[src/rtl/fsq_pkg.sv]
// Shared types, constants and color helpers for the fit/scale/quantize blitter.
// No dependencies; imported by every other file of the block except fsq_stream_if.
`default_nettype none

package fsq_pkg;

  // Limits of a usable source image and of the screen
  localparam int unsigned MAX_SOURCE_WIDTH  = 320;
  localparam int unsigned MAX_SOURCE_HEIGHT = 240;
  localparam int unsigned SCREEN_WIDTH      = 256;
  localparam int unsigned SCREEN_ROWS       = 240;

  // Palette layout of the 6x6x6 cube
  localparam int unsigned CUBE_INDEX_BASE = 1;
  localparam int unsigned CUBE_R_STEP     = 36;
  localparam int unsigned CUBE_G_STEP     = 6;
  localparam logic [4:0]  CHAN_MASK       = 5'h1F;

  // Shared divider operand widths
  localparam int unsigned DIV_DVD_W = 18;
  localparam int unsigned DIV_DVS_W = 9;

  typedef enum logic [2:0] {
    CFG_SOURCE_WIDTH  = 3'd0,
    CFG_SOURCE_HEIGHT = 3'd1,
    CFG_BOX_WIDTH     = 3'd2,
    CFG_BOX_HEIGHT    = 3'd3,
    CFG_BOX_LEFT      = 3'd4,
    CFG_BOX_TOP       = 3'd5
  } cfg_idx_e;

  typedef enum logic [2:0] {
    ST_IDLE,
    ST_FRAME,
    ST_FDIV,
    ST_EVAL,
    ST_SDIV
  } ctrl_state_e;

  typedef struct packed {
    logic [15:0] source_pixel;
    logic        frame_start;
  } in_item_t;

  typedef struct packed {
    logic [7:0] screen_x;
    logic [7:0] screen_y;
    logic [7:0] color_index;
    logic       last_of_image;
  } out_item_t;

  typedef struct packed {
    logic load;
    logic frame_apply;
    logic frame_div_write;
    logic step_apply;
    logic step_div_write;
  } fsq_cmd_t;

  typedef struct packed {
    logic in_frame_start;
    logic need_frame_div;
    logic skip;
    logic emit;
    logic out_full;
    logic step_div;
    logic div_done;
  } fsq_stat_t;

  // (c*5+15)/31 as a count of thresholds passed
  function automatic logic [2:0] cube_level(input logic [4:0] c);
    logic [2:0] lvl;
    lvl = 3'(c >= 5'd4) + 3'(c >= 5'd10) + 3'(c >= 5'd16) + 3'(c >= 5'd22) + 3'(c >= 5'd28);
    return lvl;
  endfunction

  function automatic logic [7:0] quantize(input logic [15:0] p);
    logic [2:0] r;
    logic [2:0] g;
    logic [2:0] b;
    r = cube_level(p[14:10] & CHAN_MASK);
    g = cube_level(p[9:5] & CHAN_MASK);
    b = cube_level(p[4:0] & CHAN_MASK);
    return 8'(CUBE_INDEX_BASE) + 8'(r) * 8'(CUBE_R_STEP) + 8'(g) * 8'(CUBE_G_STEP) + 8'(b);
  endfunction

endpackage

`default_nettype wire

[src/rtl/fsq_stream_if.sv]
// Valid/ready stream channel carrying one payload struct per transaction.
// Payload type is set per instance; types come from fsq_pkg.
`default_nettype none

interface fsq_stream_if #(
  parameter type payload_t = logic
);
  logic     valid;
  logic     ready;
  payload_t payload;

  modport source (output valid, output payload, input ready);
  modport sink   (input valid, input payload, output ready);
endinterface

`default_nettype wire

[src/rtl/fit_scale_quantize_blit_top.sv]
// Top level of the nearest-neighbor fit/scale/quantize blitter.
// Depends on fsq_pkg, fsq_stream_if, fsq_ctrl, fsq_datapath (with fsq_divider).
//
//   channel   dir   transaction payload
//   pix_i     in    source_pixel[15:0], frame_start
//   res_o     out   screen_x[7:0], screen_y[7:0], color_index[7:0], last_of_image
//   cfg_*     in    write only: cfg_idx_i[2:0], cfg_data_i[8:0] when cfg_we_i
//
// One pixel at a time: a pixel that needs no division is accepted, then evaluated.
// A picked pixel, and the last pixel of a picked row, adds the next-pick division
// in the shared one-bit-per-cycle divider; a frame start adds a setup state, plus
// the height division when the width is scaled down. The result register lets the
// next pixel enter while a result waits; a second result stalls until res_o is
// taken.
// Reset (async, active low) restores the register defaults and zeroes the scan state.
`default_nettype none

module fit_scale_quantize_blit_top
  import fsq_pkg::*;
(
  input  logic       clk_i,
  input  logic       rst_ni,
  input  logic       cfg_we_i,
  input  logic [2:0] cfg_idx_i,
  input  logic [8:0] cfg_data_i,
  fsq_stream_if.sink   pix_i,
  fsq_stream_if.source res_o
);

  fsq_cmd_t  cmd;
  fsq_stat_t stat;
  logic      res_valid;
  out_item_t res_item;
  in_item_t  pix_item;

  assign pix_item = pix_i.payload;

  fsq_ctrl u_ctrl (
    .clk_i      (clk_i),
    .rst_ni     (rst_ni),
    .in_valid_i (pix_i.valid),
    .in_ready_o (pix_i.ready),
    .stat_i     (stat),
    .cmd_o      (cmd)
  );

  fsq_datapath u_dp (
    .clk_i       (clk_i),
    .rst_ni      (rst_ni),
    .cfg_we_i    (cfg_we_i),
    .cfg_idx_i   (cfg_idx_i),
    .cfg_data_i  (cfg_data_i),
    .in_item_i   (pix_item),
    .out_ready_i (res_o.ready),
    .out_valid_o (res_valid),
    .out_item_o  (res_item),
    .cmd_i       (cmd),
    .stat_o      (stat)
  );

  assign res_o.valid   = res_valid;
  assign res_o.payload = res_item;

  // one pixel in flight: no second accept right after one
  a_one_in_flight: assert property (@(posedge clk_i) disable iff (!rst_ni)
    pix_i.valid && pix_i.ready |=> !pix_i.ready)
    else $error("input accepted while a pixel is in flight");

  // a result is never written over one that is still waiting
  a_no_overwrite: assert property (@(posedge clk_i) disable iff (!rst_ni)
    cmd.step_apply && stat.emit |-> !stat.out_full)
    else $error("result register overwritten");

  // quotients are only taken when the divider finishes
  a_div_write: assert property (@(posedge clk_i) disable iff (!rst_ni)
    (cmd.step_div_write || cmd.frame_div_write) |-> stat.div_done)
    else $error("quotient used before divide completed");

  // delivered results stay on screen and in the palette cube
  a_result_range: assert property (@(posedge clk_i) disable iff (!rst_ni)
    res_o.valid |-> (res_o.payload.color_index >= 8'd1) &&
                    (res_o.payload.color_index <= 8'd216) &&
                    (32'(res_o.payload.screen_y) < SCREEN_ROWS))
    else $error("result out of range");

endmodule

`default_nettype wire

[src/rtl/fsq_divider.sv]
// Restoring divider, one quotient bit per cycle, shared by the datapath.
// Depends on fsq_pkg for operand widths.
`default_nettype none

module fsq_divider
  import fsq_pkg::*;
(
  input  logic                 clk_i,
  input  logic                 rst_ni,
  input  logic                 start_i,
  input  logic [DIV_DVD_W-1:0] dividend_i,
  input  logic [DIV_DVS_W-1:0] divisor_i,
  output logic                 done_o,
  output logic [DIV_DVD_W-1:0] quotient_o
);

  localparam int unsigned CntW = $clog2(DIV_DVD_W + 1);

  logic [DIV_DVD_W-1:0] quo_q;
  logic [DIV_DVS_W-1:0] rem_q;
  logic [DIV_DVS_W-1:0] dvs_q;
  logic [CntW-1:0]      cnt_q;
  logic                 busy_q;
  logic                 done_q;
  logic [DIV_DVS_W:0]   trial;
  logic [DIV_DVS_W:0]   trial_sub;
  logic                 ge;

  assign trial     = {rem_q, quo_q[DIV_DVD_W-1]};
  assign ge        = trial >= {1'b0, dvs_q};
  assign trial_sub = trial - {1'b0, dvs_q};

  always_ff @(posedge clk_i or negedge rst_ni) begin
    if (!rst_ni) begin
      busy_q <= 1'b0;
      done_q <= 1'b0;
      cnt_q  <= '0;
    end else begin
      done_q <= 1'b0;
      if (start_i) begin
        busy_q <= 1'b1;
        cnt_q  <= CntW'(DIV_DVD_W);
      end else if (busy_q) begin
        cnt_q <= cnt_q - 1'b1;
        if (cnt_q == CntW'(1)) begin
          busy_q <= 1'b0;
          done_q <= 1'b1;
        end
      end
    end
  end

  always_ff @(posedge clk_i) begin
    if (start_i) begin
      quo_q <= dividend_i;
      rem_q <= '0;
      dvs_q <= divisor_i;
    end else if (busy_q) begin
      quo_q <= {quo_q[DIV_DVD_W-2:0], ge};
      rem_q <= ge ? trial_sub[DIV_DVS_W-1:0] : trial[DIV_DVS_W-1:0];
    end
  end

  assign done_o     = done_q;
  assign quotient_o = quo_q;

endmodule

`default_nettype wire

[src/rtl/fsq_datapath.sv]
// Datapath: configuration registers, scan counters, pick logic, result register.
// Depends on fsq_pkg and instantiates fsq_divider.
`default_nettype none

module fsq_datapath
  import fsq_pkg::*;
(
  input  logic      clk_i,
  input  logic      rst_ni,
  input  logic      cfg_we_i,
  input  logic [2:0] cfg_idx_i,
  input  logic [8:0] cfg_data_i,
  input  in_item_t  in_item_i,
  input  logic      out_ready_i,
  output logic      out_valid_o,
  output out_item_t out_item_o,
  input  fsq_cmd_t  cmd_i,
  output fsq_stat_t stat_o
);

  // configuration
  logic [8:0] src_w_q;
  logic [7:0] src_h_q;
  logic [8:0] box_w_q;
  logic [7:0] box_h_q;
  logic [7:0] box_l_q;
  logic [7:0] box_t_q;

  // scan state
  logic [8:0]  src_col_q;
  logic [7:0]  src_row_q;
  logic [8:0]  out_col_q;
  logic [7:0]  out_row_q;
  logic [8:0]  scl_w_q;
  logic [7:0]  scl_h_q;
  logic [17:0] pick_col_q;
  logic [15:0] pick_row_q;
  logic        div_row_q;

  logic [15:0] pix_q;

  logic      out_valid_q;
  out_item_t out_item_q;

  // pick evaluation
  logic        invalid_src;
  logic        need_div;
  logic        row_picked;
  logic        col_pick;
  logic        row_end;
  logic        step_div;
  logic [9:0]  margin;
  logic [10:0] x_sum;
  logic [8:0]  y_sum;
  logic        visible;
  logic        emit;
  logic        last;

  // divider operands
  logic                 div_start;
  logic [8:0]           mul_a;
  logic [8:0]           mul_b;
  logic [17:0]          product;
  logic [DIV_DVS_W-1:0] div_dvs;
  logic                 div_done;
  logic [DIV_DVD_W-1:0] div_q;

  always_ff @(posedge clk_i or negedge rst_ni) begin
    if (!rst_ni) begin
      src_w_q <= 9'd160;
      src_h_q <= 8'd120;
      box_w_q <= 9'd91;
      box_h_q <= 8'd107;
      box_l_q <= 8'd99;
      box_t_q <= 8'd15;
    end else if (cfg_we_i) begin
      case (cfg_idx_e'(cfg_idx_i))
        CFG_SOURCE_WIDTH:  src_w_q <= cfg_data_i;
        CFG_SOURCE_HEIGHT: src_h_q <= cfg_data_i[7:0];
        CFG_BOX_WIDTH:     box_w_q <= cfg_data_i;
        CFG_BOX_HEIGHT:    box_h_q <= cfg_data_i[7:0];
        CFG_BOX_LEFT:      box_l_q <= cfg_data_i[7:0];
        CFG_BOX_TOP:       box_t_q <= cfg_data_i[7:0];
        default: ;
      endcase
    end
  end

  always_comb begin
    invalid_src = (src_w_q == '0) || (32'(src_w_q) > MAX_SOURCE_WIDTH) ||
                  (src_h_q == '0) || (32'(src_h_q) > MAX_SOURCE_HEIGHT);
    need_div    = !invalid_src && (src_w_q > box_w_q);

    row_picked = (scl_w_q != '0) && (scl_h_q != '0) && (out_row_q < scl_h_q) &&
                 ({8'd0, src_row_q} == pick_row_q);
    col_pick   = row_picked && (out_col_q < scl_w_q) && ({9'd0, src_col_q} == pick_col_q);
    row_end    = ({1'b0, src_col_q} + 10'd1) >= {1'b0, src_w_q};
    step_div   = row_end ? row_picked : col_pick;

    // centering offset; an underflow lands far off screen
    margin  = {1'b0, box_w_q} - {1'b0, scl_w_q};
    x_sum   = 11'(box_l_q) + 11'(margin[8:1]) + 11'(out_col_q);
    y_sum   = 9'(box_t_q) + 9'(out_row_q);
    visible = !margin[9] && (32'(x_sum) < SCREEN_WIDTH) && (32'(y_sum) < SCREEN_ROWS);
    emit    = col_pick && visible;
    last    = ({1'b0, out_col_q} + 10'd1 == {1'b0, scl_w_q}) &&
              ({1'b0, out_row_q} + 9'd1 == {1'b0, scl_h_q});
  end

  // operand select for the shared multiply/divide
  always_comb begin
    if (cmd_i.frame_apply) begin
      mul_a   = {1'b0, src_h_q};
      mul_b   = box_w_q;
      div_dvs = src_w_q;
    end else if (row_end) begin
      mul_a   = {1'b0, out_row_q + 8'd1};
      mul_b   = {1'b0, src_h_q};
      div_dvs = {1'b0, scl_h_q};
    end else begin
      mul_a   = out_col_q + 9'd1;
      mul_b   = src_w_q;
      div_dvs = scl_w_q;
    end
    product   = 18'(mul_a) * 18'(mul_b);
    div_start = (cmd_i.frame_apply && need_div) || (cmd_i.step_apply && step_div);
  end

  fsq_divider u_div (
    .clk_i      (clk_i),
    .rst_ni     (rst_ni),
    .start_i    (div_start),
    .dividend_i (product),
    .divisor_i  (div_dvs),
    .done_o     (div_done),
    .quotient_o (div_q)
  );

  always_ff @(posedge clk_i or negedge rst_ni) begin
    if (!rst_ni) begin
      src_col_q  <= '0;
      src_row_q  <= '0;
      out_col_q  <= '0;
      out_row_q  <= '0;
      scl_w_q    <= '0;
      scl_h_q    <= '0;
      pick_col_q <= '0;
      pick_row_q <= '0;
      div_row_q  <= 1'b0;
    end else begin
      if (cmd_i.frame_apply) begin
        src_col_q  <= '0;
        src_row_q  <= '0;
        out_col_q  <= '0;
        out_row_q  <= '0;
        pick_col_q <= '0;
        pick_row_q <= '0;
        if (invalid_src) begin
          scl_w_q <= '0;
          scl_h_q <= '0;
        end else if (need_div) begin
          scl_w_q <= box_w_q;
        end else begin
          scl_w_q <= src_w_q;
          scl_h_q <= (src_h_q > box_h_q) ? box_h_q : src_h_q;
        end
      end
      if (cmd_i.frame_div_write) begin
        scl_h_q <= (div_q > 18'(box_h_q)) ? box_h_q : div_q[7:0];
      end
      if (cmd_i.step_apply) begin
        div_row_q <= row_end && row_picked;
        if (col_pick) begin
          out_col_q <= out_col_q + 9'd1;
        end
        if (row_end) begin
          src_col_q  <= '0;
          out_col_q  <= '0;
          pick_col_q <= '0;
          src_row_q  <= src_row_q + 8'd1;
          if (row_picked) begin
            out_row_q <= out_row_q + 8'd1;
          end
        end else begin
          src_col_q <= src_col_q + 9'd1;
        end
      end
      if (cmd_i.step_div_write) begin
        if (div_row_q) begin
          pick_row_q <= div_q[15:0];
        end else begin
          pick_col_q <= div_q;
        end
      end
    end
  end

  always_ff @(posedge clk_i) begin
    if (cmd_i.load) begin
      pix_q <= in_item_i.source_pixel;
    end
    if (cmd_i.step_apply && emit) begin
      out_item_q.screen_x      <= x_sum[7:0];
      out_item_q.screen_y      <= y_sum[7:0];
      out_item_q.color_index   <= quantize(pix_q);
      out_item_q.last_of_image <= last;
    end
  end

  always_ff @(posedge clk_i or negedge rst_ni) begin
    if (!rst_ni) begin
      out_valid_q <= 1'b0;
    end else if (cmd_i.step_apply && emit) begin
      out_valid_q <= 1'b1;
    end else if (out_ready_i) begin
      out_valid_q <= 1'b0;
    end
  end

  always_comb begin
    stat_o.in_frame_start = in_item_i.frame_start;
    stat_o.need_frame_div = need_div;
    stat_o.skip           = src_row_q >= src_h_q;
    stat_o.emit           = emit;
    stat_o.out_full       = out_valid_q;
    stat_o.step_div       = step_div;
    stat_o.div_done       = div_done;
  end

  assign out_valid_o = out_valid_q;
  assign out_item_o  = out_item_q;

endmodule

`default_nettype wire

[src/rtl/fsq_ctrl.sv]
// Controller state machine: sequences accept, frame setup, pixel step, divides.
// Depends on fsq_pkg for the state enum and the command/status structs.
`default_nettype none

module fsq_ctrl
  import fsq_pkg::*;
(
  input  logic      clk_i,
  input  logic      rst_ni,
  input  logic      in_valid_i,
  output logic      in_ready_o,
  input  fsq_stat_t stat_i,
  output fsq_cmd_t  cmd_o
);

  ctrl_state_e state_q;
  ctrl_state_e state_d;
  logic        stall;

  assign stall = stat_i.emit && stat_i.out_full;

  always_ff @(posedge clk_i or negedge rst_ni) begin
    if (!rst_ni) begin
      state_q <= ST_IDLE;
    end else begin
      state_q <= state_d;
    end
  end

  always_comb begin
    state_d = state_q;
    case (state_q)
      ST_IDLE: begin
        if (in_valid_i) begin
          state_d = stat_i.in_frame_start ? ST_FRAME : ST_EVAL;
        end
      end
      ST_FRAME: state_d = stat_i.need_frame_div ? ST_FDIV : ST_EVAL;
      ST_FDIV: begin
        if (stat_i.div_done) state_d = ST_EVAL;
      end
      ST_EVAL: begin
        if (stat_i.skip) begin
          state_d = ST_IDLE;
        end else if (!stall) begin
          state_d = stat_i.step_div ? ST_SDIV : ST_IDLE;
        end
      end
      ST_SDIV: begin
        if (stat_i.div_done) state_d = ST_IDLE;
      end
      default: state_d = ST_IDLE;
    endcase
  end

  always_comb begin
    in_ready_o            = 1'b0;
    cmd_o.load            = 1'b0;
    cmd_o.frame_apply     = 1'b0;
    cmd_o.frame_div_write = 1'b0;
    cmd_o.step_apply      = 1'b0;
    cmd_o.step_div_write  = 1'b0;
    case (state_q)
      ST_IDLE: begin
        in_ready_o = 1'b1;
        cmd_o.load = in_valid_i;
      end
      ST_FRAME: cmd_o.frame_apply     = 1'b1;
      ST_FDIV:  cmd_o.frame_div_write = stat_i.div_done;
      ST_EVAL:  cmd_o.step_apply      = !stat_i.skip && !stall;
      ST_SDIV:  cmd_o.step_div_write  = stat_i.div_done;
      default: ;
    endcase
  end

endmodule

`default_nettype wire

[src/flat_wrapper.sv]
// flat-port wrapper written by rule: the top's interface ports become plain ports
module fit_scale_quantize_blit_top_flat import fsq_pkg::*;
  (clk_i, rst_ni, cfg_we_i, cfg_idx_i, cfg_data_i, pix_i_valid, pix_i_payload, pix_i_ready, res_o_valid, res_o_payload, res_o_ready);
  fsq_stream_if #(.payload_t(in_item_t)) pix_i_i ();
  fsq_stream_if #(.payload_t(out_item_t)) res_o_i ();
  input  logic clk_i;
  input  logic rst_ni;
  input  logic cfg_we_i;
  input  logic [2:0] cfg_idx_i;
  input  logic [8:0] cfg_data_i;
  input wire logic [$bits(pix_i_i.valid)-1:0] pix_i_valid;
  input wire logic [$bits(pix_i_i.payload)-1:0] pix_i_payload;
  output wire logic [$bits(pix_i_i.ready)-1:0] pix_i_ready;
  output wire logic [$bits(res_o_i.valid)-1:0] res_o_valid;
  output wire logic [$bits(res_o_i.payload)-1:0] res_o_payload;
  input wire logic [$bits(res_o_i.ready)-1:0] res_o_ready;
  assign pix_i_i.valid = pix_i_valid;
  assign pix_i_i.payload = pix_i_payload;
  assign pix_i_ready = pix_i_i.ready;
  assign res_o_valid = res_o_i.valid;
  assign res_o_payload = res_o_i.payload;
  assign res_o_i.ready = res_o_ready;
  fit_scale_quantize_blit_top u_core (.clk_i(clk_i), .rst_ni(rst_ni), .cfg_we_i(cfg_we_i), .cfg_idx_i(cfg_idx_i), .cfg_data_i(cfg_data_i), .pix_i(pix_i_i), .res_o(res_o_i));
endmodule
[config.mk]
export PLATFORM = sky130hd
export DESIGN_NAME = fit_scale_quantize_blit_top_flat
export DESIGN_NICKNAME = d
export VERILOG_FILES = /design/src/rtl/fsq_pkg.sv /design/src/rtl/fsq_stream_if.sv /design/src/rtl/fit_scale_quantize_blit_top.sv /design/src/rtl/fsq_divider.sv /design/src/rtl/fsq_datapath.sv /design/src/rtl/fsq_ctrl.sv /design/src/flat_wrapper.sv
export SDC_FILE = /design/constraint.sdc
export NUM_CORES = 1
export LEC_CHECK = 0
export BUFFER_PORTS_ARGS = -buffer_cell sky130_fd_sc_hd__buf_2
export CAP_MARGIN = 20
export CORE_UTILIZATION = 45
export CTS_CLUSTER_SIZE = 14
export DETAILED_ROUTE_END_ITERATION = 8
export PLACE_DENSITY = 0.6
export RECOVER_POWER = 25
export SLEW_MARGIN = 20
export SYNTH_ARGS = -nofsm -noshare
export SYNTH_HDL_FRONTEND = slang
export SYNTH_HIERARCHICAL = 1
export SYNTH_SLANG_ARGS = --single-unit
[constraint.sdc]
create_clock -name clk_i -period 14.9 [get_ports clk_i]
set_input_delay 1.49 -clock clk_i [delete_from_list [all_inputs] [get_ports clk_i]]
set_output_delay 1.49 -clock clk_i [all_outputs]
set_load 0.1 [all_outputs]
== After elaboration in Yosys (flattened, before gate mapping) ==
Index checks and enable logic that the tools add are counted.
Storage, ports and cells
  register bits after elaboration: 223
  input port bits: 34
  output and inout port bits: 27
  logic and storage cells: 212
Operators by class
  add/subtract/negate cells: 28
  multipliers: 3
  order comparisons: 27
  equal/unequal tests: 19
  mux-type cells: 65
  reductions and logical operators: 42
Operator list (count)
  9-bit 2-to-1 mux: 16
  18-bit 2-to-1 mux: 7
  8-bit 2-to-1 mux: 13
  16-bit 2-to-1 mux: 3
  5-bit >= comparator, second input constant: 9
  9-bit by 1-bit adder with 10-bit output, second input constant: 2
  10-bit by 9-bit >= comparator with 1-bit output: 2
  3-bit by 1-bit adder with 3-bit output: 6
  8-bit by 8-bit adder with 9-bit output: 2
  9-bit by 1-bit adder with 9-bit output, second input constant: 2
  9-bit by 18-bit equality test with 1-bit output: 1
  18-bit by 8-bit > comparator with 1-bit output: 1
  9-bit by 9-bit multiplier with 18-bit output: 1
  3-bit 2-to-1 mux: 6
  8-bit by 1-bit adder with 8-bit output, second input constant: 2
  8-bit by 16-bit equality test with 1-bit output: 1
  1-bit logical AND: 16
  1-bit 2-to-1 mux: 16
  5-bit by 3-bit >= comparator with 1-bit output, second input constant: 3
  5-bit by 4-bit >= comparator with 1-bit output, second input constant: 3
  3-bit case mux with 5 select lines: 1
  2-bit AND reduction: 7
  3-bit by 2-bit equality test with 1-bit output, second input constant: 4
  9-bit by 9-bit adder with 10-bit output: 1
  39 further kinds: 59

== Depth between registers and ports, before layout ==
  depth in word-level cells: 14
  gate-level depth with buffers: 32
  gate-level depth less buffers: 30

== Hierarchy ==
Netlist, hierarchy kept.
By module, submodules not included
  fsq_datapath: instances 1, cells each 1531, area each 14436.3 um2, seq. area each 4569.4 um2
  fsq_divider: instances 1, cells each 186, area each 2250.9 um2, seq. area each 1166.1 um2
  fsq_ctrl: instances 1, cells each 27, area each 236.5 um2, seq. area each 75.1 um2

== Least setup slack after synthesis ==
OpenSTA, ideal clock, no wires.
  path type: flip-flop to flip-flop
  start: register u_core.u_dp.src_col_q[0]
  end: register u_core.u_dp.u_div.quo_q[16], in the netlist u_core/u_dp/u_div/quotient_o[16] (data pin)
  library setup time: 0.260 ns
  arrival: 6.690 ns
  data required time: 14.640 ns
  setup slack: 7.950 ns
  cell stages (with the launch flop): 31
  path buffers: 2
  period minus slack after synthesis: 6.950 ns
  cell sequence: dfrtp_1 ha_1 and3_1 and3_1 xor2_1 ha_1 inv_1 o211ai_1 a31oi_1 o21ai_1 buf_6 buf_6 mux2i_1 mux2i_4 or2_1 fa_1 fa_1 inv_1 fa_1 inv_1 fa_1 inv_1 ha_1 o21a_1 o31a_1 o211ai_1 nand2_1 a41o_1 o41ai_1 xnor2_1 mux2_2
Between the ends
  elaborated cells between the ends (all ways): 18
  those cells by class: add/sub: 1; mul: 1; order compare: 1; eq/ne: 1; mux: 7; reduce/logical: 7
RTL lines
  start: declaration: RTL line fsq_datapath.sv:30  | logic [8:0] src_col_q;
  start signal: assignment: RTL line fsq_datapath.sv:185  | src_col_q <= src_col_q + 9'd1;
  9-bit by 1-bit adder with 10-bit output *: RTL line fsq_datapath.sv:97  | row_end = ({1'b0, src_col_q} + 10'd1) >= {1'b0, src_w_q};
  10-bit by 9-bit >= comparator with 1-bit output *: RTL line fsq_datapath.sv:97
  9-bit 2-to-1 mux: RTL line fsq_datapath.sv:116  | end else if (row_end) begin
  9-bit 2-to-1 mux: RTL line fsq_datapath.sv:112  | if (cmd_i.frame_apply) begin
  9-bit by 9-bit multiplier with 18-bit output *: RTL line fsq_datapath.sv:125  | product = 18'(mul_a) * 18'(mul_b);
  net u_core.u_dp.product[16]: RTL line fsq_datapath.sv:63  | logic [17:0] product;
  18-bit 2-to-1 mux *: RTL line fsq_divider.sv:54  | if (start_i) begin
  end signal: assignment: RTL line fsq_divider.sv:55  | quo_q <= dividend_i;
  end signal: assignment: RTL line fsq_divider.sv:59  | quo_q <= {quo_q[DIV_DVD_W-2:0], ge};
  end: declaration: RTL line fsq_divider.sv:19  | logic [DIV_DVD_W-1:0] quo_q;
The timed path passes the listed nets; every way through them passes the cells marked *.
A chain may end at the register's enable or synchronous reset.

== Worst setup path after layout ==
Same ends and word-level chain as after synthesis.

==> impl_metrics.yaml <==
status:
  outcome: "finished, violations left"
  violations: "capacitance limit, slew limit"
floorplanning:
  die_w_um: 196
  io_pins: 61
  rows: 70
  start_util_pct: 46.0
  core_area_mm2: 0.0368
  die_area_mm2: 0.0384
  die_h_um: 196
clocking:
  postCtsHoldBufs: 0
  cts_buffers: 27
  clk_latency_ns: 0.55
  cts_root_buffer: "clkbuf_16"
  cts_sinks: 220
  cts-resized-gates: 0
  htree_levels: 1
  tritoncts: "yes"
  postCtsSetupBuffers: 0
  cts.clk_slew.worst_paths_ns: 0.06
  ctsLongestPathBuffers: 3
critical_path:
  crit_required_ns: 15.21
  path_buf_inv: 5
  crit_type: "flip-flop to flip-flop"
  cp_top_family: "adder cells"
  slowest_delay_ns: 0.60
  arrival_ns: 9.07
  slowest_stage: "o21ai_4"
  startpoint_type: "flip-flop"
  worst-path-max-fanout: 38
  worst_setup_path_end_kind: "flip-flop"
grt:
  grt_pass1_vias: 12879
  grt_pass1_wl_mm: 72.5
  track_usage_pct: 24.6
  overflow: 0
  antenna_found_initial: 0
  grt_start_max_net_pins: 78
synth:
  yosysMostFrequentCell: "inv_1"
  synth_top_area_cell: "dfrtp_1"
  yosysWarnings: 6
  synth_area_mm2: 0.0169
  synth_cell_types: 96
  synth_cells: 1744
  synth.avg_cell_area_um2: 9.70
  synth_commonest_cells: "inv_1, nand2_1, ha_1, dfrtp_1, o21ai_0"
  yosysSeqAreaShare_pct: 34.3
  synth-edff-count: 64
  synth-seq-cells: 220
  syn-num-nets: 2004
  ys.flop_type: "dfrtp_1"
  async_flop_share_pct: 66.8
  synth_top_area_share_pct: 18.2
  ys_top_cells_by_area: "dfrtp_1, ha_1, edfxtp_1, fa_1, inv_1"
place:
  place.gp.congestion: 0.905
  portBuffers: 56
  place_ws_ns: 6.20
  hpwlAfterDp_mm: 34.6
  dpl-instance-area_mm2: 0.0176
detailed_routing:
  via_per_inst: 5.64
  drt_pass1_iterations: 5
  initialDrtViolationCount: 834
  drc_errors: 0
  routed_wl_mm: 45.7
  num_vias: 12798
  ant_nets: 0
  wire_per_inst_um: 20.1
finish:
  synthToLayoutAreaGrowth_pct: 9.29
  drive_above_1_share_pct: 12.5
  nNetsFinal: 2041
  n_fill_cell: 3485
  antenna-diode-count: 0
  final_cell_area_mm2: 0.0185
timing:
  fin_setup_tns_ns: 0
  slew-limit-headroom_pct: -187
  fin_crit_sh_pct: 58.8
  rsz0062_at_grt: "false"
  layout_min_cycle_time_ns: 8.76
  layout_setup_ws_ns: 6.14
  timing.fmax_mhz: 114
  final_hold_viol_count: 0
  fin_skew_ns: 0.0136
  tightest_slew_ns: 4.31
  drv_slew: 78
  setup_violations: 0
power_and_ir_drop:
  p_leak_nw: 8.40
  irDropWorstVdd_mv: 0.0912
  power.density_mw_per_mm2: 190
  finalPower_mw: 3.51
job:
  max-cap-violations: 1
worst_hold_path:
  hold_path_class: "flip-flop to flip-flop"
## kinds of logic after synthesis
kind of cell               share of synthesized area (%)
AOI/OAI and AO/OA                                   12.5
xor gates and xnor gates                            4.70
adders and majority gates                           19.9
buffers and inverters                               6.53
DFF                                                 34.3
muxes                                               7.25
and+or+nand+nor                                     14.9
## worst register-to-register path, delay by kind of cell, from the launching register on
kind | cells | cell delay, ns
compound gates | 8 | 1.92
buf+inv | 5 | 0.76
flops | 1 | 0.47
simple gates | 4 | 0.83
fa+ha+maj | 7 | 3.12
mux | 3 | 1.15
xor+xnor | 2 | 0.27
## layout by cell type (no fill, tap or decap), types with 9 or more instances in the layout
| cell type | netlist | routed |
|---|---|---|
| inv_1 | 210 | 209 |
| nand2_1 | 178 | 178 |
| ha_1 | 155 | 155 |
| dfrtp_1 | 123 | 123 |
| o21ai_0 | 109 | 109 |
| nor2_1 | 99 | 97 |
| fa_1 | 71 | 71 |
| xnor2_1 | 65 | 65 |
| edfxtp_1 | 64 | 64 |
| mux2i_1 | 53 | 53 |
| buf_2 | 12 | 52 |
| a21oi_1 | 52 | 52 |
| mux2_2 | 37 | 37 |
| nand2b_1 | 33 | 33 |
| nand3_1 | 31 | 31 |
| clkbuf_16 | 0 | 27 |
| a21o_1 | 25 | 25 |
| nor3_1 | 24 | 24 |
| nor4_1 | 24 | 24 |
| xor2_1 | 24 | 24 |
| dfstp_2 | 24 | 24 |
| and3_1 | 22 | 22 |
| o22ai_1 | 17 | 17 |
| clkbuf_1 | 28 | 16 |
| nor2b_1 | 17 | 16 |
| nand4_1 | 16 | 16 |
| a211oi_1 | 14 | 14 |
| o21a_1 | 12 | 12 |
| a31oi_1 | 9 | 9 |
| o21bai_1 | 9 | 9 |
| dfxtp_1 | 9 | 9 |
## through the flow
step / hold WS, ns / utilization (%) / std cells
after floorplan: 0.468 / - / 1744
after CTS: 0.502 / 50.4 / 2269
after global placement: 0.488 / 47.9 / 2220
after global routing: 0.531 / 50.3 / 2269
after detailed placement: 0.496 / 47.9 / 2220
final: 0.499 / 50.3 / 2269
## worst paths after layout
| kind | from | endpoint | slack (ns) | depth (start not counted) |
|---|---|---|---|---|
| max reg2reg | u_core/u_dp/src_col_q[0] | u_core/u_dp/u_div/quotient_o[16] | 6.14 | 29 |
| min | u_core/u_dp/u_div/done_o | u_core/u_ctrl/state_q[2] | 0.50 | 1 |
| max | u_core/u_dp/src_col_q[0] | u_core/u_dp/u_div/quotient_o[16] | 6.14 | 29 |
| min reg2reg | u_core/u_dp/u_div/done_o | u_core/u_ctrl/state_q[2] | 0.50 | 1 |
| max in group asynchronous | rst_ni | u_core/u_dp/u_div/cnt_q[2] | 9.79 | 2 |
| min in group asynchronous | rst_ni | u_core/u_dp/box_h_q[4] | 2.45 | 1 |
## power by group
group	switching (mW)	internal, mW
clock	0.264	0.424
sequential	0.201	0.830
combinational	1.04	0.753
## state kept, by name, summed over array words and instances (netlist names), 9 cells and up
signal                        flops
u_core/u_dp/box_w_q               9
u_core/u_dp/out_col_q             9
u_core/u_dp/out_item_o           25
u_core/u_dp/pick_col_q           18
u_core/u_dp/pick_row_q           16
u_core/u_dp/pix_q                12
u_core/u_dp/scl_w_q               9
u_core/u_dp/src_col_q             9
u_core/u_dp/src_w_q               9
u_core/u_dp/u_div/dvs_q           9
u_core/u_dp/u_div/quotient_o     18
u_core/u_dp/u_div/rem_q           9
## routing by layer
layer | track usage (%) | up-vias | wire length [um]
met5 | 0 | - | 0
met4 | 7.78 | 0 | 1460
met3 | 3.27 | 79 | 2170
met2 | 40.9 | 305 | 21400
met1 | 33.1 | 6318 | 20600
li1 | - | 6096 | -
## area by class of cell
type / count / area (um^2) / area share [%]
Multi-Input combinational cell: 1253 / 10000 / 54.2
Sequential cell: 220 / 5810 / 31.4
Clock buffer: 43 / 816 / 4.41
Inverter: 211 / 792 / 4.28
Tap cell: 468 / 586 / 3.17
Timing Repair Buffer: 68 / 350 / 1.89
Clock inverter: 6 / 108 / 0.582
(Power assumes the default switching activity.)
